File: src/rtl/core/baro_pkg.sv
// ----------------------------------------------------------------------------
// baro_pkg
// Shared types and constants for the barometric compensation pipeline.
// ----------------------------------------------------------------------------
package baro_pkg;

    // Configuration register indexes
    localparam logic [2:0] REG_SENS_COEF     = 3'd0;
    localparam logic [2:0] REG_OFF_COEF      = 3'd1;
    localparam logic [2:0] REG_SENS_TC_COEF  = 3'd2;
    localparam logic [2:0] REG_OFF_TC_COEF   = 3'd3;
    localparam logic [2:0] REG_REF_TEMP_COEF = 3'd4;
    localparam logic [2:0] REG_TEMP_SLOPE    = 3'd5;

    localparam logic signed [18:0] TEMP_BASE     = 19'sd2000;
    localparam logic signed [18:0] COLD_SPLIT    = 19'sd3500;   // 2000 - (-1500)
    localparam logic signed [17:0] TEMP_OUT_MIN  = -18'sd131072;
    localparam logic signed [17:0] TEMP_OUT_MAX  = 18'sd131071;
    localparam logic [16:0]        PRESS_OUT_MAX = 17'h1FFFF;

    typedef struct packed {
        logic [15:0] c1;   // pressure sensitivity
        logic [15:0] c2;   // pressure offset
        logic [15:0] c3;   // temp coefficient of sensitivity
        logic [15:0] c4;   // temp coefficient of offset
        logic [15:0] c5;   // reference temperature
        logic [15:0] c6;   // temp coefficient of temperature
    } cfg_t;

    // First-order terms
    typedef struct packed {
        logic signed [18:0] temp;
        logic signed [34:0] off;
        logic signed [33:0] sens;
        logic signed [17:0] tdelta;   // temp - 2000
        logic signed [18:0] tplus;    // temp + 1500
        logic               cold;     // temp below 2000
        logic               frigid;   // temp below -1500
        logic [23:0]        d1;
    } front_t;

    // Corrected offset and sensitivity
    typedef struct packed {
        logic signed [18:0] temp;
        logic signed [39:0] off_c;
        logic signed [38:0] sens_c;
        logic [23:0]        d1;
    } corr_t;

    typedef struct packed {
        logic signed [17:0] temp_centi;
        logic [16:0]        pressure_pa;
        logic               pressure_sat;
    } res_t;

endpackage

File: src/rtl/core/baro_front.sv
// ----------------------------------------------------------------------------
// baro_front
// Stages 1-3: temperature difference, coefficient products, first-order terms.
// ----------------------------------------------------------------------------
module baro_front (
    input  logic              clk,
    input  logic              rst_n,
    input  logic              en,
    input  baro_pkg::cfg_t    cfg,
    input  logic              in_valid,
    input  logic [23:0]       d1,
    input  logic [23:0]       d2,
    output logic              out_valid,
    output baro_pkg::front_t  out_data
);
    import baro_pkg::*;

    logic                v1_reg, v2_reg, v3_reg;
    logic signed [24:0]  dt_next, dt_reg;
    logic [23:0]         d1_s1_reg, d1_s2_reg;
    logic signed [41:0]  p6_next, p4_next, p3_next;
    logic signed [41:0]  p6_reg, p4_reg, p3_reg;
    front_t              front_next, front_reg;

    assign dt_next = $signed({1'b0, d2}) - $signed({1'b0, cfg.c5, 8'h00});

    assign p6_next = 42'(dt_reg) * 42'($signed({1'b0, cfg.c6}));
    assign p4_next = 42'(dt_reg) * 42'($signed({1'b0, cfg.c4}));
    assign p3_next = 42'(dt_reg) * 42'($signed({1'b0, cfg.c3}));

    always_comb
    begin
        front_next.tdelta = p6_reg[40:23];
        front_next.temp   = $signed({p6_reg[40], p6_reg[40:23]}) + TEMP_BASE;
        front_next.tplus  = $signed({p6_reg[40], p6_reg[40:23]}) + COLD_SPLIT;
        front_next.off    = $signed({3'b000, cfg.c2, 16'h0000}) + $signed(p4_reg[41:7]);
        front_next.sens   = $signed({3'b000, cfg.c1, 15'h0000}) + $signed(p3_reg[41:8]);
        front_next.cold   = p6_reg[40];
        front_next.frigid = front_next.tplus[18];
        front_next.d1     = d1_s2_reg;
    end

    always_ff @(posedge clk or negedge rst_n)
    begin
        if (!rst_n)
        begin
            v1_reg <= 1'b0;
            v2_reg <= 1'b0;
            v3_reg <= 1'b0;
        end
        else if (en)
        begin
            v1_reg <= in_valid;
            v2_reg <= v1_reg;
            v3_reg <= v2_reg;
        end
    end

    always_ff @(posedge clk)
    begin
        if (en)
        begin
            dt_reg    <= dt_next;
            d1_s1_reg <= d1;
            p6_reg    <= p6_next;
            p4_reg    <= p4_next;
            p3_reg    <= p3_next;
            d1_s2_reg <= d1_s1_reg;
            front_reg <= front_next;
        end
    end

    assign out_valid = v3_reg;
    assign out_data  = front_reg;

endmodule

File: config.mk
export PLATFORM = sky130hd
export DESIGN_NAME = baro_front
export DESIGN_NICKNAME = d
export VERILOG_FILES = /design/src/rtl/core/baro_pkg.sv /design/src/rtl/core/baro_front.sv
export SDC_FILE = /design/constraint.sdc
export NUM_CORES = 2
export LEC_CHECK = 0
export ABC_AREA = 1
export BUFFER_PORTS_ARGS = -buffer_cell sky130_fd_sc_hd__buf_4
export CAP_MARGIN = 15
export CORE_MARGIN = 5
export CORE_UTILIZATION = 61
export CTS_CLUSTER_SIZE = 24
export DETAILED_ROUTE_END_ITERATION = 16
export PLACE_DENSITY = 0.75
export SLEW_MARGIN = 40
export SYNTH_ARGS = -nofsm -noshare
export SYNTH_HDL_FRONTEND = slang
export SYNTH_SLANG_ARGS = --single-unit
File: constraint.sdc
create_clock -name clk -period 7.1 [get_ports clk]
set_input_delay 1.42 -clock clk [delete_from_list [all_inputs] [get_ports clk]]
set_output_delay 1.42 -clock clk [all_outputs]
set_load 0.01 [all_outputs]
==> impl_metrics.env <==
export IMPL_async_reset_ff_share_pct=0.980
export IMPL_cts_tree="done"
export IMPL_ant_nets=0
export IMPL_finClkSkew_ps=23.8
export IMPL_r2r_end="p3_reg[40]"
export IMPL_h_tree_depth=2
export IMPL_io_pin_count=300
export IMPL_overflow=0
export IMPL_start_util_pct=61.3
export IMPL_synth_distinct_cells=43
export IMPL_numCtsBuffers=37
export IMPL_place_gp_congestion=0.945
export IMPL_largest_reg_flops=143
export IMPL_crit_fanout=25
export IMPL_fin_ws_ps=403
export IMPL_layout_drive_gt1_share_pct=6.98
export IMPL_synth_seq_cells=306
export IMPL_root_buffer="clkbuf_16"
export IMPL_routedWlPerCell_um=17.3
export IMPL_dp_final_hpwl_um=120000
export IMPL_hold_viol_final=0
export IMPL_antenna_found_initial=3
export IMPL_clkSinkCount=306
export IMPL_core_rowCount=113
export IMPL_vias=44400
export IMPL_cts_setup_buffers=0
export IMPL_die_w_um=319
export IMPL_place_port_buffers=299
export IMPL_layout_common_cells="inv_1 (2099), nand2_1 (1879), fa_1 (1165)"
export IMPL_whs_ps=415
export IMPL_grt_pass1_wl_um=246000
export IMPL_drt_pre_antenna_iters=6
export IMPL_worst_pin_slew_ps=612
export IMPL_endpoint_kind="flop"
export IMPL_netlist_area_sq_um=58200
export IMPL_status="finished clean"
export IMPL_synth_area_per_cell_sq_um=8.26
export IMPL_report_final_slew_viol_count=0
export IMPL_worst_ep_required_time_ps=7430
export IMPL_n_fill_cell=7807
export IMPL_cp_arrival_ps=7030
export IMPL_synthFlopType="edfxtp_1"
export IMPL_pre_cts_slack_ps=-287
export IMPL_cts_buffer_depth=3
export IMPL_syn_nets=8708
export IMPL_grt_max_degree=148
export IMPL_start_kind="input port"
export IMPL_fin_util_pct=66.8
export IMPL_synth_edf_count=303
export IMPL_viasPerCell=5.21
export IMPL_holdCritStartpoint="d1_s1_reg[22]"
export IMPL_grt_pass1_vias=48400
export IMPL_gr_usage_all_layers_pct=30.0
export IMPL_fin_crit_sh_pct=94.3
export IMPL_ys_seq_area_share_pct=15.8
export IMPL_hold_end="d1_s2_reg[22]"
export IMPL_rsz0062_at_grt="no"
export IMPL_area_delta_synth_final_pct=8.89
export IMPL_reg2reg_from="dt_reg[24]"
export IMPL_clk_latency_ps=600
export IMPL_drt_total_wl_um=148000
export IMPL_cap_violations=0
export IMPL_core_area_sq_um=94900
export IMPL_critical_path_class="input port to flop"
export IMPL_worst_r2r_path_depth=19
export IMPL_final_common_cell="inv_1"
export IMPL_nets=8884
export IMPL_drt_iter0_markers=3095
export IMPL_synth_warnings=0
export IMPL_fp_dieH_um=319
export IMPL_hold_path_class="flop to flop"
export IMPL_min_period_ps=6700
export IMPL_max_slew_margin_pct=59.2
export IMPL_holdPathStages=0
export IMPL_multi_input_comb_area_sq_um=40100
export IMPL_seq_area_sq_um=9170
export IMPL_clk_transition_reported_paths_ps=60
export IMPL_r2r_slack_ps=740
export IMPL_setup_viol=0
export IMPL_drc=0
export IMPL_fmax_mhz=149
export IMPL_dieArea_sq_um=102000
export IMPL_syn_inst=7044
==> cell type report <==
| type | instances | area share [%] |
|---|---|---|
| repair buffers | 410 | 5.36 |
| clock buffers | 40 | 1.48 |
| diodes | 2 | 0.00790 |
| well taps | 1265 | 2.50 |
| flip-flops and latches | 306 | 14.5 |
| clock inverters | 28 | 0.486 |
| inverters | 2100 | 12.4 |
| multi-input cells | 4365 | 63.3 |
==> worst max-delay path by stage <==
stage	from	end	slack, ps	depth (start not counted)
4_1_cts	cfg[53]	p3_reg[40]	370	19
2_1_floorplan	cfg[52]	p3_reg[40]	270	20
5_1_grt	cfg[53]	p3_reg[40]	40	19
6_report	cfg[53]	p3_reg[40]	400	19
3_3_place_gp	cfg[53]	p3_reg[40]	-230	19
3_5_place_dp	cfg[53]	p3_reg[40]	-290	19
==> worst max-delay path, stage by stage <==
cell and delay (ps):
buf_4 340, nand2_1 170, fa_1 540, fa_1 450, inv_1 310, fa_1 500, fa_1 510, fa_1 490
inv_1 50, fa_1 470, inv_1 40, ha_1 350, nand2_1 140, nor3_1 280, nand2_1 170, nor2_1 210
nand4_1 300, nand4_1 190, nand2_1 80
==> metal layers <==
metal | part of all wire, % | track usage (%)
met1 | 40 | 39.1
met2 | 50 | 52.4
met3 | 7.1 | 4.32
met4 | 3.3 | 9.26
met5 | 0.0088 | 0
==> repair_timing <==
item	in CTS	in global routing
resized for setup	0	1
setup endpoints to repair	0	1
hold buffers	0	0
==> cell usage after synthesis, types with 18 or more instances <==
master | count | area, sq um
inv_1 | 2100 | 7880
nand2_1 | 1879 | 7050
fa_1 | 1165 | 23300
ha_1 | 351 | 4390
edfxtp_1 | 303 | 9100
nor2_1 | 269 | 1010
clkbuf_1 | 226 | 848
a21oi_1 | 184 | 921
nand3_1 | 117 | 586
o21ai_0 | 97 | 485
xor2_1 | 94 | 823
buf_1 | 38 | 143
xnor2_1 | 33 | 289
nand4_1 | 31 | 194
nor3_1 | 24 | 120
o21bai_1 | 21 | 158
a21o_1 | 18 | 135
==> cell families (layout without fill, tap and decap cells) <==
group	after synthesis	count (layout)	share of synthesized area (%)
AOI/OAI and AO/OA	356	356	3.36
xor gates and xnor gates	127	127	1.91
adders and majority gates	1516	1516	47.6
buffers and inverters	2373	2578	15.4
DFF	306	306	15.8
muxes	1	1	0.0194
other	0	2	0
and+or+nand+nor	2365	2365	16.0
==> through the flow <==
step                area, sq um  instances  TNS, ps
floorplan                 58200       7044        0
detailed placement        62000       8443     -608
CTS                       63300       8511        0
global placement          62000       8439     -334
global route              63400       8516        0
finish                    63400       8516        0
Power is not shown: default switching activity piles up to over one toggle a cycle in this logic, so the estimate is an artifact.
