**config.mk**
```make
export PLATFORM = sky130hd
export DESIGN_NAME = baro_press
export DESIGN_NICKNAME = d
export VERILOG_FILES = /design/src/rtl/core/baro_pkg.sv /design/src/rtl/core/baro_press.sv
export SDC_FILE = /design/constraint.sdc
export NUM_CORES = 2
export LEC_CHECK = 0
export ABC_AREA = 1
export BUFFER_PORTS_ARGS = -buffer_cell sky130_fd_sc_hd__buf_2
export CORE_MARGIN = 5
export CORE_UTILIZATION = 40
export DETAILED_ROUTE_END_ITERATION = 7
export GPL_ROUTABILITY_DRIVEN = 0
export PLACE_DENSITY_LB_ADDON = 0.1
export SYNTH_ARGS = -nofsm -noshare
export SYNTH_HDL_FRONTEND = slang
export SYNTH_SLANG_ARGS = --single-unit
```
**constraint.sdc**
```tcl
create_clock -name clk -period 9.1 [get_ports clk]
set_input_delay 0.455 -clock clk [delete_from_list [all_inputs] [get_ports clk]]
set_output_delay 0.455 -clock clk [all_outputs]
set_load 0.05 [all_outputs]
```
**src/rtl/core/baro_pkg.sv**
```systemverilog
// ----------------------------------------------------------------------------
// baro_pkg
// Shared types and constants for the barometric compensation pipeline.
// ----------------------------------------------------------------------------
package baro_pkg;

    // Configuration register indexes
    localparam logic [2:0] REG_SENS_COEF     = 3'd0;
    localparam logic [2:0] REG_OFF_COEF      = 3'd1;
    localparam logic [2:0] REG_SENS_TC_COEF  = 3'd2;
    localparam logic [2:0] REG_OFF_TC_COEF   = 3'd3;
    localparam logic [2:0] REG_REF_TEMP_COEF = 3'd4;
    localparam logic [2:0] REG_TEMP_SLOPE    = 3'd5;

    localparam logic signed [18:0] TEMP_BASE     = 19'sd2000;
    localparam logic signed [18:0] COLD_SPLIT    = 19'sd3500;   // 2000 - (-1500)
    localparam logic signed [17:0] TEMP_OUT_MIN  = -18'sd131072;
    localparam logic signed [17:0] TEMP_OUT_MAX  = 18'sd131071;
    localparam logic [16:0]        PRESS_OUT_MAX = 17'h1FFFF;

    typedef struct packed {
        logic [15:0] c1;   // pressure sensitivity
        logic [15:0] c2;   // pressure offset
        logic [15:0] c3;   // temp coefficient of sensitivity
        logic [15:0] c4;   // temp coefficient of offset
        logic [15:0] c5;   // reference temperature
        logic [15:0] c6;   // temp coefficient of temperature
    } cfg_t;

    // First-order terms
    typedef struct packed {
        logic signed [18:0] temp;
        logic signed [34:0] off;
        logic signed [33:0] sens;
        logic signed [17:0] tdelta;   // temp - 2000
        logic signed [18:0] tplus;    // temp + 1500
        logic               cold;     // temp below 2000
        logic               frigid;   // temp below -1500
        logic [23:0]        d1;
    } front_t;

    // Corrected offset and sensitivity
    typedef struct packed {
        logic signed [18:0] temp;
        logic signed [39:0] off_c;
        logic signed [38:0] sens_c;
        logic [23:0]        d1;
    } corr_t;

    typedef struct packed {
        logic signed [17:0] temp_centi;
        logic [16:0]        pressure_pa;
        logic               pressure_sat;
    } res_t;

endpackage

```
**src/rtl/core/baro_press.sv**
```systemverilog
// ----------------------------------------------------------------------------
// baro_press
// Stages 6-8: split pressure product, final scaling and output clamps.
// ----------------------------------------------------------------------------
module baro_press (
    input  logic             clk,
    input  logic             rst_n,
    input  logic             en,
    input  logic             in_valid,
    input  baro_pkg::corr_t  in_data,
    output logic             out_valid,
    output baro_pkg::res_t   out_data
);
    import baro_pkg::*;

    logic                v6_reg, v7_reg, v8_reg;
    logic [43:0]         lo_next, lo_reg;
    logic signed [43:0]  hi_next, hi_reg;
    logic signed [39:0]  off6_reg;
    logic signed [18:0]  temp6_reg, temp7_reg;
    logic signed [63:0]  full;
    logic signed [42:0]  q_next, q_reg;
    logic signed [27:0]  p;
    res_t                res_next, res_reg;

    // D1 times sensitivity as two partial products on a 20-bit split
    assign lo_next = {20'd0, in_data.d1} * {24'd0, in_data.sens_c[19:0]};
    assign hi_next = 44'($signed({1'b0, in_data.d1})) * 44'($signed(in_data.sens_c[38:20]));

    assign full   = (64'(hi_reg) <<< 20) + $signed({20'd0, lo_reg});
    assign q_next = $signed(full[63:21]) - 43'(off6_reg);

    always_comb
    begin
        p = q_reg[42:15];
        res_next.pressure_sat = p[27] | (|p[26:17]);
        if (p[27])
            res_next.pressure_pa = 17'd0;
        else if (|p[26:17])
            res_next.pressure_pa = PRESS_OUT_MAX;
        else
            res_next.pressure_pa = p[16:0];
        if (temp7_reg[18] == temp7_reg[17])
            res_next.temp_centi = temp7_reg[17:0];
        else if (temp7_reg[18])
            res_next.temp_centi = TEMP_OUT_MIN;
        else
            res_next.temp_centi = TEMP_OUT_MAX;
    end

    always_ff @(posedge clk or negedge rst_n)
    begin
        if (!rst_n)
        begin
            v6_reg <= 1'b0;
            v7_reg <= 1'b0;
            v8_reg <= 1'b0;
        end
        else if (en)
        begin
            v6_reg <= in_valid;
            v7_reg <= v6_reg;
            v8_reg <= v7_reg;
        end
    end

    always_ff @(posedge clk)
    begin
        if (en)
        begin
            lo_reg    <= lo_next;
            hi_reg    <= hi_next;
            off6_reg  <= in_data.off_c;
            temp6_reg <= in_data.temp;
            q_reg     <= q_next;
            temp7_reg <= temp6_reg;
            res_reg   <= res_next;
        end
    end

    assign out_valid = v8_reg;
    assign out_data  = res_reg;

endmodule

```
==> impl_metrics.json <==
{
  "nNetsFinal": 6911,
  "grt.total_usage": 0.220,
  "fin_skew_ns": 0.0307,
  "placementRows": 121,
  "slowest_delay_ns": 0.63,
  "dr.pass1.iters": 5,
  "worst_setup_path_end_kind": "register",
  "finalHoldViolations": 0,
  "io_buffers": 162,
  "crit_top_cell": "fa_1",
  "layout_min_cycle_time_ns": 6.57,
  "cts_tree": "done",
  "dp_hpwl_um": 102000,
  "clk_latency_ns": 0.54,
  "syn_nets": 6873,
  "grt_pass1_vias": 36854,
  "die-area_um2": 117000,
  "max_cap_viol_count": 0,
  "cts-root-buf": "clkbuf_16",
  "syn_avg_cell_area_um2": 7.85,
  "core_area_um2": 109000,
  "syn-instance-count": 5592,
  "num_vias": 34301,
  "yosysWarnings": 0,
  "hold_class": "in -> reg",
  "tightest_slew_ns": 1.20,
  "grt_overflow": 0,
  "cp_cell_sequence": "buf_2 -> buf_4 -> nand2_1 -> inv_1 -> fa_1 -> inv_1 -> fa_1 -> fa_1 -> inv_1 -> fa_1 -> fa_1 -> fa_1 -> fa_1 -> ha_1 -> nand2_1 -> nor2_1 -> nand2_1 -> nor3_1 -> a21oi_1 -> xnor2_1",
  "fin_crit_sh": 0.722,
  "arrival_ns": 6.82,
  "drive_gt1_frac": 0.0446,
  "synth_area_um2": 43900,
  "outcome": "finished clean",
  "wire_per_inst_um": 17.8,
  "largest_reg_flops": 44,
  "cp_slowest_cell": "buf_2",
  "rrSetupSlack_ns": 5.02,
  "slew_violations": 0,
  "hold_ws_ns": 0.0915,
  "rsz0062_at_grt": "no",
  "clkTransAtPathRegs_ns": 0.07,
  "cts_resized": 0,
  "drc": 0,
  "syn2layout_area_growth_pct": 6.66,
  "yosysSeqAreaShare": 0.145,
  "timing.slew.headroom": 0.203,
  "max_freq_ghz": 0.152,
  "fin_setup_tns_ns": 0,
  "grt_first_pass_wirelength_um": 203000,
  "fin_ws_ns": 2.53,
  "place_ws_ns": 2.05,
  "routed_wl_um": 126000,
  "die_w_um": 341,
  "drtIter0Drc": 1813,
  "cp.required_ns": 9.35,
  "path_max_fanout": 23,
  "start_util": 0.403,
  "via_per_inst": 4.86,
  "htree_levels": 1,
  "ys_ff_latch": 213,
  "postRouteAntennaNets": 0,
  "cts.path.max_buffers": 3,
  "synthDistinctLibCells": 41,
  "cp_top_family": "adder cells",
  "die_y_um": 341,
  "antenna_found_initial": 1,
  "cts_sinks": 213,
  "grt_max_degree": 78,
  "cp-start-kind": "primary input",
  "critPathKind": "in -> reg",
  "path_buf_inv": 5,
  "io_pins": 163,
  "numCtsBuffers": 23,
  "setup_viol": 0
}
-- cell usage in the layout, fill, tap and decap left out, types with 2 or more instances in the layout --
master / instances
a21boi_0: 3
nor3_2: 2
inv_1: 1550
or2_2: 11
inv_6: 4
clkinv_4: 2
buf_2: 161
and2_1: 4
clkbuf_16: 23
a21o_1: 14
nand2_1: 1541
xnor2_1: 21
o21ai_0: 110
and3_1: 2
a21oi_1: 193
a31oi_1: 8
o21a_1: 19
bufinv_16: 4
buf_4: 30
o211ai_1: 3
nand3b_1: 7
o21ai_1: 12
o21ai_2: 4
o21bai_1: 15
xor2_1: 71
nand4_1: 25
nor2_1: 273
nand3_1: 104
dfrtp_1: 3
nor4_1: 5
clkinv_1: 4
nor3_1: 38
ha_1: 390
fa_1: 765
clkinv_2: 4
edfxtp_1: 210
-- what timing repair did --
| item | CTS | global route |
|---|---|---|
| hold buffers | 1 | 0 |
| endpoints found under the hold margin | 3 | 0 |
| setup buffers | 0 | 0 |
-- cell type report --
type	count	area, µm²
Clock buffer	23	576
Fill cell	11252	62200
Inverter	1550	5820
Timing Repair Buffer	193	1050
Antenna cell	1	2.50
Sequential cell	213	6380
Tap cell	1414	1770
Clock inverter	18	208
Multi-Input combinational cell	3649	31000
-- through the flow --
step | instances | util | area (µm²)
3_3_place_gp | 7018 | 0.422 | 46000
2_1_floorplan | 5592 | - | 43900
5_1_grt | 7060 | 0.430 | 46800
4_1_cts | 7060 | 0.430 | 46800
3_5_place_dp | 7018 | 0.422 | 46000
6_report | 7061 | 0.430 | 46800
-- layer usage --
metal	vias up	routed length, µm	GRT usage
met5	-	0	0
met4	0	2550	0.0417
met3	124	6980	0.0299
met2	779	58300	0.369
met1	16965	58100	0.310
li1	16433	-	-
-- synth_stat cells --
master	n	area share
buf_2	1	0.00011
o21ai_2	4	0.00080
inv_1	1550	0.13
or2_2	11	0.0016
clkbuf_1	159	0.014
mux2_2	1	0.00026
o21ai_0	110	0.013
o21ai_1	12	0.0014
nand4_1	25	0.0036
a21o_1	14	0.0024
xnor2_1	21	0.0042
edfxtp_1	210	0.14
nand3_2	1	0.00023
nor3_1	38	0.0043
dfrtp_1	3	0.0017
o21bai_1	15	0.0026
a21oi_1	193	0.022
nand3b_1	7	0.0012
o21a_1	19	0.0032
nor2_1	273	0.023
o22ai_1	1	0.00014
a31oi_1	8	0.0011
fa_1	765	0.35
and2_1	4	0.00057
nor3b_1	1	0.00017
a21boi_0	3	0.00051
and3_1	2	0.00028
nor2_2	1	0.00014
buf_1	19	0.0016
o311ai_0	1	0.00020
buf_6	1	0.00026
nor4_2	1	0.00028
or4_4	1	0.00026
nand3_1	104	0.012
xor2_1	71	0.014
nor4_1	5	0.00071
nand2_2	1	0.00014
nor3_2	2	0.00046
ha_1	390	0.11
o211ai_1	3	0.00051
nand2_1	1541	0.13
-- kinds of logic (layout without fill, tap and decap cells) --
family,after synthesis,count (layout),synth area share
AO/OA/AOI/OAI,383,383,0.0474
AND/OR/NAND/NOR,2018,2018,0.181
adder cells (fa/ha/maj),1155,1155,0.460
other,0,1,0
XOR/XNOR,92,92,0.0183
multiplexers,1,1,0.000256
flip-flops,213,213,0.145
buffers and inverters,1730,1784,0.148
-- path summary, 6_finish.rpt --
kind	startpoint	end	cells after the start
max in group asynchronous	rst_n	v7_reg$_DFFE_PN0P_	2
min	in_data[88]	off6_reg[25]$_DFFE_PP_	1
min reg2reg	temp6_reg[6]$_DFFE_PP_	temp7_reg[6]$_DFFE_PP_	0
max reg2reg	lo_reg[27]$_DFFE_PP_	q_reg[40]$_DFFE_PP_	18
min in group asynchronous	rst_n	v6_reg$_DFFE_PN0P_	2
max	in_data[12]	lo_reg[27]$_DFFE_PP_	20
Power is not shown: default switching activity piles up to over one toggle a cycle in this logic, so the estimate is an artifact.
