<file path="src/rtl/core/baro_pkg.sv">
// ----------------------------------------------------------------------------
// baro_pkg
// Shared types and constants for the barometric compensation pipeline.
// ----------------------------------------------------------------------------
package baro_pkg;

    // Configuration register indexes
    localparam logic [2:0] REG_SENS_COEF     = 3'd0;
    localparam logic [2:0] REG_OFF_COEF      = 3'd1;
    localparam logic [2:0] REG_SENS_TC_COEF  = 3'd2;
    localparam logic [2:0] REG_OFF_TC_COEF   = 3'd3;
    localparam logic [2:0] REG_REF_TEMP_COEF = 3'd4;
    localparam logic [2:0] REG_TEMP_SLOPE    = 3'd5;

    localparam logic signed [18:0] TEMP_BASE     = 19'sd2000;
    localparam logic signed [18:0] COLD_SPLIT    = 19'sd3500;   // 2000 - (-1500)
    localparam logic signed [17:0] TEMP_OUT_MIN  = -18'sd131072;
    localparam logic signed [17:0] TEMP_OUT_MAX  = 18'sd131071;
    localparam logic [16:0]        PRESS_OUT_MAX = 17'h1FFFF;

    typedef struct packed {
        logic [15:0] c1;   // pressure sensitivity
        logic [15:0] c2;   // pressure offset
        logic [15:0] c3;   // temp coefficient of sensitivity
        logic [15:0] c4;   // temp coefficient of offset
        logic [15:0] c5;   // reference temperature
        logic [15:0] c6;   // temp coefficient of temperature
    } cfg_t;

    // First-order terms
    typedef struct packed {
        logic signed [18:0] temp;
        logic signed [34:0] off;
        logic signed [33:0] sens;
        logic signed [17:0] tdelta;   // temp - 2000
        logic signed [18:0] tplus;    // temp + 1500
        logic               cold;     // temp below 2000
        logic               frigid;   // temp below -1500
        logic [23:0]        d1;
    } front_t;

    // Corrected offset and sensitivity
    typedef struct packed {
        logic signed [18:0] temp;
        logic signed [39:0] off_c;
        logic signed [38:0] sens_c;
        logic [23:0]        d1;
    } corr_t;

    typedef struct packed {
        logic signed [17:0] temp_centi;
        logic [16:0]        pressure_pa;
        logic               pressure_sat;
    } res_t;

endpackage

</file>
<file path="src/rtl/core/baro_corr.sv">
// ----------------------------------------------------------------------------
// baro_corr
// Stages 4-5: second-order squares and corrected offset and sensitivity.
// ----------------------------------------------------------------------------
module baro_corr (
    input  logic              clk,
    input  logic              rst_n,
    input  logic              en,
    input  logic              in_valid,
    input  baro_pkg::front_t  in_data,
    output logic              out_valid,
    output baro_pkg::corr_t   out_data
);
    import baro_pkg::*;

    logic                v4_reg, v5_reg;
    logic signed [35:0]  dsq_full;
    logic signed [37:0]  esq_full;
    logic [33:0]         dsq_next, esq_next, dsq_reg, esq_reg;
    logic signed [18:0]  temp4_reg;
    logic signed [34:0]  off4_reg;
    logic signed [33:0]  sens4_reg;
    logic [23:0]         d1_4_reg;
    logic [36:0]         five_d, seven_e;
    logic [37:0]         eleven_e;
    logic [37:0]         off2;
    logic [36:0]         sens2;
    corr_t               corr_next, corr_reg;

    // Square the distances; drop them where the correction does not apply
    assign dsq_full = in_data.tdelta * in_data.tdelta;
    assign esq_full = in_data.tplus * in_data.tplus;
    assign dsq_next = in_data.cold   ? dsq_full[33:0] : 34'd0;
    assign esq_next = in_data.frigid ? esq_full[33:0] : 34'd0;

    always_comb
    begin
        five_d   = {3'b000, dsq_reg} + {1'b0, dsq_reg, 2'b00};
        seven_e  = {esq_reg, 3'b000} - {3'b000, esq_reg};
        eleven_e = {1'b0, esq_reg, 3'b000} + {3'b000, esq_reg, 1'b0} + {4'b0000, esq_reg};
        off2     = {2'b00, five_d[36:1]} + {1'b0, seven_e};
        sens2    = {2'b00, five_d[36:2]} + eleven_e[37:1];
        corr_next.temp   = temp4_reg;
        corr_next.off_c  = 40'(off4_reg) - $signed({2'b00, off2});
        corr_next.sens_c = 39'(sens4_reg) - $signed({2'b00, sens2});
        corr_next.d1     = d1_4_reg;
    end

    always_ff @(posedge clk or negedge rst_n)
    begin
        if (!rst_n)
        begin
            v4_reg <= 1'b0;
            v5_reg <= 1'b0;
        end
        else if (en)
        begin
            v4_reg <= in_valid;
            v5_reg <= v4_reg;
        end
    end

    always_ff @(posedge clk)
    begin
        if (en)
        begin
            dsq_reg   <= dsq_next;
            esq_reg   <= esq_next;
            temp4_reg <= in_data.temp;
            off4_reg  <= in_data.off;
            sens4_reg <= in_data.sens;
            d1_4_reg  <= in_data.d1;
            corr_reg  <= corr_next;
        end
    end

    assign out_valid = v5_reg;
    assign out_data  = corr_reg;

endmodule

</file>
<file path="config.mk">
export PLATFORM = sky130hd
export DESIGN_NAME = baro_corr
export DESIGN_NICKNAME = d
export VERILOG_FILES = /design/src/rtl/core/baro_pkg.sv /design/src/rtl/core/baro_corr.sv
export SDC_FILE = /design/constraint.sdc
export NUM_CORES = 2
export LEC_CHECK = 0
export BUFFER_PORTS_ARGS = -buffer_cell sky130_fd_sc_hd__buf_2
export CAP_MARGIN = 15
export CORE_AREA = 2 2 467 237
export CTS_BUF_LIST = sky130_fd_sc_hd__clkbuf_4 sky130_fd_sc_hd__clkbuf_8
export CTS_CLUSTER_DIAMETER = 150
export DETAILED_ROUTE_END_ITERATION = 7
export DIE_AREA = 0 0 469 239
export SYNTH_ARGS = -nofsm -noshare
export SYNTH_HDL_FRONTEND = slang
export SYNTH_SLANG_ARGS = --single-unit
</file>
<file path="constraint.sdc">
create_clock -name clk -period 17.3 [get_ports clk]
set_input_delay 2.595 -clock clk [delete_from_list [all_inputs] [get_ports clk]]
set_output_delay 2.595 -clock clk [all_outputs]
set_load 0.005 [all_outputs]
</file>
==> impl_metrics.env <==
export IMPL_htreeDepth=2
export IMPL_dp_hpwl_um=92040
export IMPL_relSlewSlack_pct=41.60
export IMPL_synth_ff_type="edfxtp_1"
export IMPL_antenna_found_initial=8
export IMPL_end_kind="flip-flop"
export IMPL_place_congestion=0.9089
export IMPL_pin_count=278
export IMPL_portBuffers=277
export IMPL_grt_pass1_wl_um=170400
export IMPL_syn_to_final_growth_pct=9.454
export IMPL_core_um2=108700
export IMPL_ys_ff_latch=302
export IMPL_cts_root_buf="clkbuf_8"
export IMPL_seq_area_um2=9059
export IMPL_rsz0062_at_grt="false"
export IMPL_min_period_ps=9038
export IMPL_initial_core_util_pct=39.53
export IMPL_drc_errors=0
export IMPL_die_h_um=239
export IMPL_slew_viol_final=0
export IMPL_required_ps=17680
export IMPL_cp_common_cell="fa_1"
export IMPL_synthCells=4297
export IMPL_clkSinkCount=302
export IMPL_critPathLaunchType="input pin"
export IMPL_n_fill_cell=10500
export IMPL_tightestPinTransition_ps=876.0
export IMPL_ant_nets=0
export IMPL_hold_class="reg -> reg"
export IMPL_firstDrtPassIters=5
export IMPL_grt_start_max_net_pins=110
export IMPL_largest_reg_flops=122
export IMPL_cts_buffers=53
export IMPL_setup_viol=0
export IMPL_hold_violations=0
export IMPL_ff2ff_path_depth=28
export IMPL_viasPerCell=5.011
export IMPL_grt_overflow_total=0
export IMPL_cts_resized=0
export IMPL_cts_tree="done"
export IMPL_synth_nets=5531
export IMPL_grt_pass1_vias=30279
export IMPL_ys_seq_area_share_pct=21.09
export IMPL_ys_types=87
export IMPL_crit_fanout=15
export IMPL_drv_cap=0
export IMPL_worstHoldPathCells=0
export IMPL_grtUsageTotal_pct=19.48
export IMPL_final_cell_mix="802 x inv_1, 624 x fa_1, 455 x ha_1"
export IMPL_path_class="in -> reg"
export IMPL_cts_buffer_depth=3
export IMPL_die_area_um2=112100
export IMPL_cts_clk_slew_worst_paths_ps=60
export IMPL_reg2reg_from="esq_reg[4]$_SDFFCE_PN0P_"
export IMPL_layout_commonest_cell="inv_1"
export IMPL_reg2reg_to="out_data[61]$_DFFE_PP_"
export IMPL_hold_buffers=0
export IMPL_fin_tns_setup_ps=0
export IMPL_finClkSkew_ps=32.05
export IMPL_ys_warn_count=0
export IMPL_drt_iter0_drc=2338
export IMPL_die_width_um=469
export IMPL_cpMaxStageDelayCell="fa_1"
export IMPL_async_flop_share_pct=0.6623
export IMPL_rows=86
export IMPL_num_vias=30381
export IMPL_multi_input_area_um2=30630
export IMPL_fmax_mhz=110.7
export IMPL_worstHoldStart="temp4_reg[4]$_DFFE_PP_"
export IMPL_postCtsSetupBuffers=0
export IMPL_syn_avg_cell_area_um2=9.998
export IMPL_routed_wirelength_um=108200
export IMPL_status="completed"
export IMPL_syn_area_um2=42960
export IMPL_ff2ff_setup_slack_ps=9520
export IMPL_arrival_ps=9410
export IMPL_finalCritPeriodShare_pct=52.24
export IMPL_cpPeakStageDelay_ps=540
export IMPL_hold_path_endpoint="out_data[107]$_DFFE_PP_"
export IMPL_wl_per_cell_um=17.85
export IMPL_clock_latency_ps=660
export IMPL_drive_gt1_share_pct=8.986
export IMPL_fin_nets=5797
export IMPL_synth_edf_count=300
-- worst max path at each step --
stage | startpoint | endpoint | slack (ps) | cells after the start
global placement | in_data[29] | esq_reg[30]$_SDFFCE_PN0P_ | 7710 | 26
global route | in_data[33] | esq_reg[30]$_SDFFCE_PN0P_ | 7850 | 24
floorplan | in_data[38] | esq_reg[30]$_SDFFCE_PN0P_ | 8190 | 25
detailed placement | in_data[29] | esq_reg[30]$_SDFFCE_PN0P_ | 7660 | 26
CTS | in_data[29] | esq_reg[30]$_SDFFCE_PN0P_ | 8350 | 26
finish | in_data[33] | esq_reg[30]$_SDFFCE_PN0P_ | 8260 | 26
-- critical path: cells and delay by family --
| kind | cells | cell delay, ps |
|---|---|---|
| adders and majority gates | 8 | 3770 |
| AOI/OAI and AO/OA | 5 | 1330 |
| buffers and inverters | 6 | 880 |
| and+or+nand+nor | 6 | 680 |
| xor gates and xnor gates | 1 | 180 |
-- cells in the mapped netlist (all sizes together) (10+ instances only) --
library cell	n	area (µm²)
inv	802	3010
fa	624	12490
ha	455	5693
edfxtp	300	9009
nand2	291	1092
a21oi	225	1130
nor2	202	758.2
xnor2	194	1699
and2	177	1107
o21ai	141	716.9
a21o	124	930.9
xor2	101	884.6
clkbuf	67	251.5
nand2b	61	381.6
nor3	60	305.3
nand3	52	260.3
nor2b	47	294.0
o21a	41	307.8
o21bai	36	270.3
a31oi	30	193.9
and3	26	162.7
or3	23	148.9
nand4	21	131.4
o31ai	15	131.4
a21boi	14	105.1
a211oi	12	105.1
or2	12	75.07
a41oi	10	95.10
nor3b	10	80.07
o211ai	10	85.08
-- through the flow --
stage | setup WS (ps) | area [µm²] | util, % | std cells | hold WS (ps)
after floorplan | 8193 | 42960 | - | 4297 | 400.3
after global placement | 7706 | 45940 | 42.27 | 5960 | 400.1
after global routing | 7853 | 47020 | 43.27 | 6062 | 422.9
after detailed placement | 7660 | 45940 | 42.27 | 5960 | 404.5
final | 8262 | 47020 | 43.27 | 6063 | 416.8
after CTS | 8347 | 47010 | 43.26 | 6059 | 419.2
-- layer usage --
layer	track usage, %	wire [µm]	vias up
li1	-	-	14703
met1	32.14	57630	14591
met2	25.14	39370	985
met3	4.921	9716	94
met4	3.059	1461	8
met5	0	51	-
-- final cells by class --
| cell class | count | share of cell area [%] |
|---|---|---|
| repair buffers | 280 | 3.017 |
| inverters | 803 | 6.410 |
| diodes | 4 | 0.02129 |
| flip-flops and latches | 302 | 19.26 |
| multi-input cells | 3123 | 65.13 |
| clock buffers | 66 | 1.759 |
| well taps | 1452 | 3.864 |
| clock inverters | 33 | 0.5295 |
-- logic make-up (layout without fill, tap and decap cells) --
logic type                 after synthesis  count (layout)  share of synthesized area, %
xor gates and xnor gates               295             295                         6.014
muxes                                    5               5                        0.1281
AOI/OAI and AO/OA                      734             734                         11.15
DFF                                    302             302                         21.09
buffers and inverters                  872            1182                         7.622
adders and majority gates             1079            1079                         42.33
and+or+nand+nor                       1009            1009                         11.66
other                                    1               5                      0.008729
Power is not shown: default switching activity piles up to over one toggle a cycle in this logic, so the estimate is an artifact.
